==> config.mk <==
export PLATFORM = sky130hd
export DESIGN_NAME = adler32_checksum_8byte_core
export DESIGN_NICKNAME = d
export VERILOG_FILES = /design/src/hdl/adl32_pkg.sv /design/src/hdl/adler32_checksum_8byte_core.sv /design/src/hdl/adl32_lane.sv /design/src/hdl/adl32_merge.sv /design/src/hdl/adl32_accum.sv
export SDC_FILE = /design/constraint.sdc
export NUM_CORES = 1
export LEC_CHECK = 0
export BUFFER_PORTS_ARGS = -buffer_cell sky130_fd_sc_hd__buf_2
export CORE_MARGIN = 1.5
export CORE_UTILIZATION = 60
export CTS_CLUSTER_DIAMETER = 200
export DETAILED_ROUTE_END_ITERATION = 8
export PLACE_DENSITY = 0.9
export SLEW_MARGIN = 20
export SYNTH_ARGS = -nofsm -noshare
export SYNTH_HDL_FRONTEND = slang
export SYNTH_SLANG_ARGS = --single-unit
==> constraint.sdc <==
create_clock -name clk -period 22.8 [get_ports clk]
set_clock_uncertainty 0.2 [all_clocks]
set_input_delay 1.14 -clock clk [delete_from_list [all_inputs] [get_ports clk]]
set_output_delay 1.14 -clock clk [all_outputs]
set_load 0.05 [all_outputs]
==> src/hdl/adl32_pkg.sv <==
// ----------------------------------------------------------------------------
// adl32_pkg
// Shared types and constants for the eight-byte Adler-32 core.
// ----------------------------------------------------------------------------
package adl32_pkg;

  localparam int unsigned DATA_W    = 64;
  localparam int unsigned BYTE_W    = 8;
  localparam int unsigned CNT_W     = 4;
  localparam int unsigned MAX_BYTES = 8;
  localparam int unsigned SUM_W     = 16;
  localparam int unsigned PROD_W    = BYTE_W + CNT_W;
  localparam int unsigned ADD1_W    = 11;   // 8 * 255
  localparam int unsigned ADD2_W    = 14;   // 36 * 255
  localparam int unsigned HACC_W    = 20;   // high + n*low + add2
  localparam int unsigned FOLD_W    = 17;

  localparam logic [SUM_W-1:0]  ADLER_MOD16 = 16'd65521;
  localparam logic [FOLD_W-1:0] ADLER_MOD17 = 17'd65521;
  localparam logic [FOLD_W-1:0] FOLD_MUL    = 17'd15;   // 2^16 mod 65521

  typedef struct packed {
    logic [CNT_W-1:0]  n;
    logic [ADD1_W-1:0] add1;
    logic [ADD2_W-1:0] add2;
    logic              start;
    logic              done;
  } sums_t;

  function automatic logic [SUM_W-1:0] mod_half(input logic [SUM_W-1:0] x);
    mod_half = (x >= ADLER_MOD16) ? (x - ADLER_MOD16) : x;
  endfunction

  function automatic logic [SUM_W-1:0] mod_fold(input logic [FOLD_W-1:0] x);
    logic [FOLD_W-1:0] d;
    d        = x - ADLER_MOD17;
    mod_fold = (x >= ADLER_MOD17) ? d[SUM_W-1:0] : x[SUM_W-1:0];
  endfunction

endpackage

==> src/hdl/adler32_checksum_8byte_core.sv <==
// ----------------------------------------------------------------------------
// adler32_checksum_8byte_core
// Adler-32 over a byte stream, up to eight bytes per transfer.
//
//   channel | dir | tdata                            | tuser | tlast
//   in_     | in  | [63:0] bytes, [67:64] byte count | start | end of stream
//   out_    | out | [31:0] checksum                  | -     | end of stream
//   cfg_    | in  | [31:0] seed (high:low)           | -     | -
//
// One transfer per cycle in while not stalled; one result per transfer out.
// The sum update (count times low sum, add, fold by 15) is combinational.
// Reset loads seed 1 and sums 1/0; no clearing pass.
// A stalled output freezes both stages; in_tready follows that stall.
// ----------------------------------------------------------------------------
module adler32_checksum_8byte_core #(
  parameter int unsigned LANES = 8
) (
  input  logic        clk,
  input  logic        rst_n,
  input  logic        cfg_we,
  input  logic [31:0] cfg_wdata,     // seed: [15:0] low sum, [31:16] high sum
  input  logic        in_tvalid,
  output logic        in_tready,
  input  logic [71:0] in_tdata,      // [63:0] data_word, [67:64] byte_count
  input  logic        in_tuser,      // start_of_stream
  input  logic        in_tlast,
  output logic        out_tvalid,
  input  logic        out_tready,
  output logic [31:0] out_tdata,     // [31:0] checksum
  output logic        out_tlast
);

  localparam int unsigned NL = (LANES < adl32_pkg::MAX_BYTES) ? LANES : adl32_pkg::MAX_BYTES;

  logic                                 advance;
  logic [adl32_pkg::CNT_W-1:0]          cnt_in, n_sat;
  logic [NL-1:0][adl32_pkg::BYTE_W-1:0] lane_byte;
  logic [NL-1:0][adl32_pkg::PROD_W-1:0] lane_prod;
  adl32_pkg::sums_t                     s1;
  logic                                 s1_valid;

  assign advance   = !out_tvalid || out_tready;
  assign in_tready = advance;

  assign cnt_in = in_tdata[67:64];
  assign n_sat  = (cnt_in > adl32_pkg::CNT_W'(NL)) ? adl32_pkg::CNT_W'(NL) : cnt_in;

  for (genvar i = 0; i < NL; i++) begin : g_lane
    adl32_lane u_lane (
      .byte_i   (in_tdata[i*adl32_pkg::BYTE_W +: adl32_pkg::BYTE_W]),
      .lane_idx (adl32_pkg::CNT_W'(i)),
      .n_i      (n_sat),
      .byte_o   (lane_byte[i]),
      .wprod_o  (lane_prod[i])
    );
  end

  adl32_merge #(
    .NL (NL)
  ) u_merge (
    .clk        (clk),
    .rst_n      (rst_n),
    .advance    (advance),
    .in_take    (in_tvalid),
    .lane_byte  (lane_byte),
    .lane_prod  (lane_prod),
    .n_i        (n_sat),
    .start_i    (in_tuser),
    .done_i     (in_tlast),
    .s1_o       (s1),
    .s1_valid_o (s1_valid)
  );

  adl32_accum u_accum (
    .clk         (clk),
    .rst_n       (rst_n),
    .cfg_we      (cfg_we),
    .cfg_wdata   (cfg_wdata),
    .advance     (advance),
    .s1_i        (s1),
    .s1_valid_i  (s1_valid),
    .out_valid_o (out_tvalid),
    .checksum_o  (out_tdata),
    .done_o      (out_tlast)
  );

endmodule

==> src/hdl/adl32_lane.sv <==
// ----------------------------------------------------------------------------
// adl32_lane
// One byte lane: masks the byte by the count and forms its position weight.
// ----------------------------------------------------------------------------
module adl32_lane (
  input  logic [adl32_pkg::BYTE_W-1:0] byte_i,
  input  logic [adl32_pkg::CNT_W-1:0]  lane_idx,
  input  logic [adl32_pkg::CNT_W-1:0]  n_i,
  output logic [adl32_pkg::BYTE_W-1:0] byte_o,
  output logic [adl32_pkg::PROD_W-1:0] wprod_o
);

  logic                         live;
  logic [adl32_pkg::CNT_W-1:0]  weight;

  assign live    = lane_idx < n_i;
  assign weight  = live ? (n_i - lane_idx) : '0;
  assign byte_o  = live ? byte_i : '0;
  assign wprod_o = adl32_pkg::PROD_W'(weight) * adl32_pkg::PROD_W'(byte_i);

endmodule

==> src/hdl/adl32_merge.sv <==
// ----------------------------------------------------------------------------
// adl32_merge
// Adds up the lane results and registers them with the item controls.
// ----------------------------------------------------------------------------
module adl32_merge #(
  parameter int unsigned NL = 8
) (
  input  logic                                 clk,
  input  logic                                 rst_n,
  input  logic                                 advance,
  input  logic                                 in_take,
  input  logic [NL-1:0][adl32_pkg::BYTE_W-1:0] lane_byte,
  input  logic [NL-1:0][adl32_pkg::PROD_W-1:0] lane_prod,
  input  logic [adl32_pkg::CNT_W-1:0]          n_i,
  input  logic                                 start_i,
  input  logic                                 done_i,
  output adl32_pkg::sums_t                     s1_o,
  output logic                                 s1_valid_o
);

  logic [adl32_pkg::ADD1_W-1:0] add1;
  logic [adl32_pkg::ADD2_W-1:0] add2;
  adl32_pkg::sums_t             s1_r;
  logic                         s1_valid_r;

  always_comb begin
    add1 = '0;
    add2 = '0;
    for (int i = 0; i < NL; i++) begin
      add1 = add1 + adl32_pkg::ADD1_W'(lane_byte[i]);
      add2 = add2 + adl32_pkg::ADD2_W'(lane_prod[i]);
    end
  end

  always_ff @(posedge clk) begin
    if (!rst_n) begin
      s1_valid_r <= 1'b0;
    end else if (advance) begin
      s1_valid_r <= in_take;
    end
  end

  always_ff @(posedge clk) begin
    if (advance) begin
      s1_r.n     <= n_i;
      s1_r.add1  <= add1;
      s1_r.add2  <= add2;
      s1_r.start <= start_i;
      s1_r.done  <= done_i;
    end
  end

  assign s1_o       = s1_r;
  assign s1_valid_o = s1_valid_r;

endmodule

==> src/hdl/adl32_accum.sv <==
// ----------------------------------------------------------------------------
// adl32_accum
// Holds the seed and the two running sums; updates the sums once per transfer.
// ----------------------------------------------------------------------------
module adl32_accum (
  input  logic                          clk,
  input  logic                          rst_n,
  input  logic                          cfg_we,
  input  logic [31:0]                   cfg_wdata,
  input  logic                          advance,
  input  adl32_pkg::sums_t              s1_i,
  input  logic                          s1_valid_i,
  output logic                          out_valid_o,
  output logic [31:0]                   checksum_o,
  output logic                          done_o
);

  logic [adl32_pkg::SUM_W-1:0]  seed_lo_r, seed_hi_r;
  logic [adl32_pkg::SUM_W-1:0]  low_r, high_r, low_nxt, high_nxt;
  logic [adl32_pkg::SUM_W-1:0]  low_base, high_base;
  logic [adl32_pkg::HACC_W-1:0] prod, hacc;
  logic [adl32_pkg::FOLD_W-1:0] hfold, lacc;
  logic                         out_valid_r, done_r;
  logic                         take;

  assign take      = advance && s1_valid_i;
  assign low_base  = s1_i.start ? seed_lo_r : low_r;
  assign high_base = s1_i.start ? seed_hi_r : high_r;

  always_comb begin
    prod  = adl32_pkg::HACC_W'(s1_i.n) * adl32_pkg::HACC_W'(low_base);
    hacc  = adl32_pkg::HACC_W'(high_base) + prod + adl32_pkg::HACC_W'(s1_i.add2);
    hfold = adl32_pkg::FOLD_W'(hacc[adl32_pkg::HACC_W-1:adl32_pkg::SUM_W])
            * adl32_pkg::FOLD_MUL
            + adl32_pkg::FOLD_W'(hacc[adl32_pkg::SUM_W-1:0]);
    lacc  = adl32_pkg::FOLD_W'(low_base) + adl32_pkg::FOLD_W'(s1_i.add1);
    high_nxt = adl32_pkg::mod_fold(hfold);
    low_nxt  = adl32_pkg::mod_fold(lacc);
  end

  always_ff @(posedge clk) begin
    if (!rst_n) begin
      seed_lo_r   <= 16'd1;
      seed_hi_r   <= 16'd0;
      low_r       <= 16'd1;
      high_r      <= 16'd0;
      out_valid_r <= 1'b0;
    end else begin
      if (cfg_we) begin
        seed_lo_r <= adl32_pkg::mod_half(cfg_wdata[15:0]);
        seed_hi_r <= adl32_pkg::mod_half(cfg_wdata[31:16]);
      end
      if (advance) begin
        out_valid_r <= s1_valid_i;
      end
      if (take) begin
        low_r  <= low_nxt;
        high_r <= high_nxt;
      end
    end
  end

  always_ff @(posedge clk) begin
    if (take) begin
      done_r <= s1_i.done;
    end
  end

  assign out_valid_o = out_valid_r;
  assign checksum_o  = {high_r, low_r};
  assign done_o      = done_r;

endmodule
==> metrics.md <==
| Metric | Value |
|---|---|
| CTS max path bufs | 2 |
| Postcts setup bufs | 0 |
| Largest stage delay on the critical path | 0.59 ns |
| Synth unique cells | 85 |
| Maxcap violations | 0 |
| Crit-path most repeated cell | fa_1 |
| Crit share post-route | 0.509 |
| YS warnings | 0 |
| CP startpoint kind | input port |
| Initial core utilization | 0.612 |
| Unrepaired setup endpoints after global routing | false |
| Cells on Worst Hold Path | 0 |
| # hold bufs at CTS | 0 |
| Synthesized area per cell | 8.95 µm² |
| Reg clk slew, reported paths | 0.08 ns |
| Max_slew headroom | 0.361 |
| Clock root buffer | clkbuf_16 |
| Final slew viol count | 0 |
| Antenna violations before repair | 1 |
| Top-area cell type share of the netlist area | 0.338 |
| Run status | complete, no violations |
| Total CTS buffers | 9 |
| Core footprint | 0.0316 mm² |
| First-pass GRT wire length | 83300 µm |
| All-layer global routing usage | 0.320 |
| DR vias | 15.8k |
| Slowest-stage cell, CP | nand2_1 |
| TritonCTS clock tree | built |
| Hold Crit Start | u_merge.s1_o[0] |
| Drt via density | 5.88 |
| Iteration-0 DRC Markers | 1298 |
| Die Height | 183 µm |
| Top cells by area, synth | fa_1 34%, ha_1 11%, inv_1 8.7% |
| EDFF count, synth | 32 |
| Post-cts resize count | 0 |
| Setup TNS | 0 ns |
| Worst min path class | reg -> reg |
| Layout cell share with drive strength beyond 1 | 0.100 |
| Final Util | 0.658 |
| Die X | 183 µm |
| Num rows | 65 |
| Yosys reg bits | 98 |
| Crit path required time | 22.69 ns |
| Antenna Nets Post-Route | 0 |
| Reg2Reg Setup Slack | 12.34 ns |
| Critical Path Sink Type | register |
| Fmax | 86.1 MHz |
| Clock latency on the worst-skew pair | 0.36 ns |
| Clock Sinks | 98 |
| Post-synthesis sequential area ratio | 0.118 |
| FF-to-FF Start | u_merge.s1_o[1] |
| # setup viols final | 0 |
| GRT overflow | 0 |
| Area leader, netlist | fa_1 |
| CTS H-tree depth | 3 |
| RR Endpoint | u_accum.high_r[6] |
| Crit path time final | 11.61 ns |
| Area taken by multi-input logic gates | 0.0152 mm² |
| WL per Instance | 19.1 µm |
| Nets | 2898 |
| # fillers | 2357 |
| Hold Fails Final Rpt | 0 |
| Critical path class | in -> reg |
| Routed wire length | 51300 µm |
| Detailed-router iteration count before antenna repair | 5 |
| Layout area overhead | 7.41% |
| Hold Path Sink | u_accum.done_o |
| Sequential Area | 0.00228 mm² |
| Arrival time at the worst endpoint | 11.51 ns |
| Largest net degree at the start of global routing | 60 |
| Gpl congestion | 0.980 |
| Async S/R FF share, synth | 0 |
| Syn Inst Count | 2164 |
| Top FF cell, synth | dfxtp_1 |
| DRC violations left | 0 |
| Worst-Margin Slew | 0.951 ns |
| Cells on worst reg2reg path | 35 |
| Io pins | 146 |
| CP max FO | 59 |
| Port Buf Inserts | 141 |
| Mapped Area | 0.0194 mm² |
| DP HPWL | 42400 µm |
| Die ar. | 0.0334 mm² |
| Vias in the first global route | 16.8k |
==> cells in the mapped netlist, types with 32 or more instances <==
master    instances
a21oi_1          53
and2_1          100
and3_1           46
clkbuf_1         50
dfxtp_1          66
edfxtp_1         32
fa_1            327
ha_1            178
inv_1           449
nand2_1         188
nand3_1          49
nor2_1          125
nor2b_1          44
o21ai_0          43
xnor2_1          57
xor2_1           35
==> critical path: cells and delay by family <==
family / cells / cell delay [ns]
xor+xnor: 3 / 0.87
simple gates: 5 / 1.51
fa+ha+maj: 11 / 5.16
buf+inv: 8 / 1.32
compound gates: 6 / 1.46
==> placed cells by master (no fill, tap or decap), types with 24 or more instances in the layout <==
cell type / count
inv_1: 449
xor2_1: 35
nor2_1: 125
nand3_1: 49
edfxtp_1: 32
nand2_1: 188
a21oi_1: 53
o21ai_0: 43
buf_2: 141
mux2i_1: 24
nor3_1: 24
fa_1: 327
ha_1: 178
dfxtp_1: 66
and3_1: 46
xnor2_1: 57
a22oi_1: 26
and2_1: 100
nor2b_1: 44
==> flip-flops by register name, summed over array words and instances, names as in the netlist <==
name,flops
u_accum.done_o,1
u_accum.seed_hi_r,16
u_accum.out_valid_o,1
u_accum.high_r,16
u_merge.s1_o,31
u_accum.low_r,16
u_accum.seed_lo_r,16
u_merge.s1_valid_o,1
==> metrics by stage <==
step	worst slack, ns	instance area [µm²]	hold WS (ns)	cells
after global routing	10.80	20800	0.262	2689
final	11.19	20800	0.252	2690
after CTS	11.35	20800	0.248	2689
after global placement	11.20	20500	0.224	2673
after detailed placement	11.00	20500	0.213	2673
after floorplan	12.89	19400	0.200	2178
==> cell families (layout without fill, tap and decap cells) <==
| family | after synthesis | count (layout) | share of synthesized area |
|---|---|---|---|
| compound gates | 261 | 261 | 0.0942 |
| fa+ha+maj | 505 | 505 | 0.453 |
| other cells | 2 | 17 | 0.000388 |
| flops | 98 | 98 | 0.118 |
| xor+xnor | 92 | 92 | 0.0416 |
| buf+inv | 510 | 619 | 0.0993 |
| simple gates | 653 | 653 | 0.171 |
| mux | 43 | 43 | 0.0234 |
==> how the worst max path moves through the flow <==
stage / from / end / slack [ns] / cells after the start
finish: in_tdata[67] / u_merge.s1_o[15] / 11.19 / 33
global route: in_tdata[67] / u_merge.s1_o[15] / 10.80 / 33
CTS: in_tdata[67] / u_merge.s1_o[15] / 11.35 / 33
detailed placement: in_tdata[67] / u_merge.s1_o[15] / 11.00 / 33
global placement: in_tdata[67] / u_merge.s1_o[15] / 11.20 / 33
floorplan: in_tdata[67] / u_merge.s1_o[15] / 12.89 / 34
==> routing by layer <==
metal,part of all wire,up-vias,global-route usage
li1,-,7062,-
met5,0,-,0
met1,0.37,7647,0.386
met3,0.091,200,0.0495
met2,0.48,911,0.553
met4,0.058,0,0.170
==> layout make-up <==
class	instances	area share
antenna	1	0.000120
clock buffer	9	0.0108
clock inverter	7	0.00445
inverter	451	0.0813
multi-input combinational	1570	0.732
sequential	98	0.110
tap	402	0.0242
timing repair buffer	152	0.0379
Power is left out: the tool's default activity adds up to more than one toggle a clock period on the data nets, which glitch-free logic cannot reach.
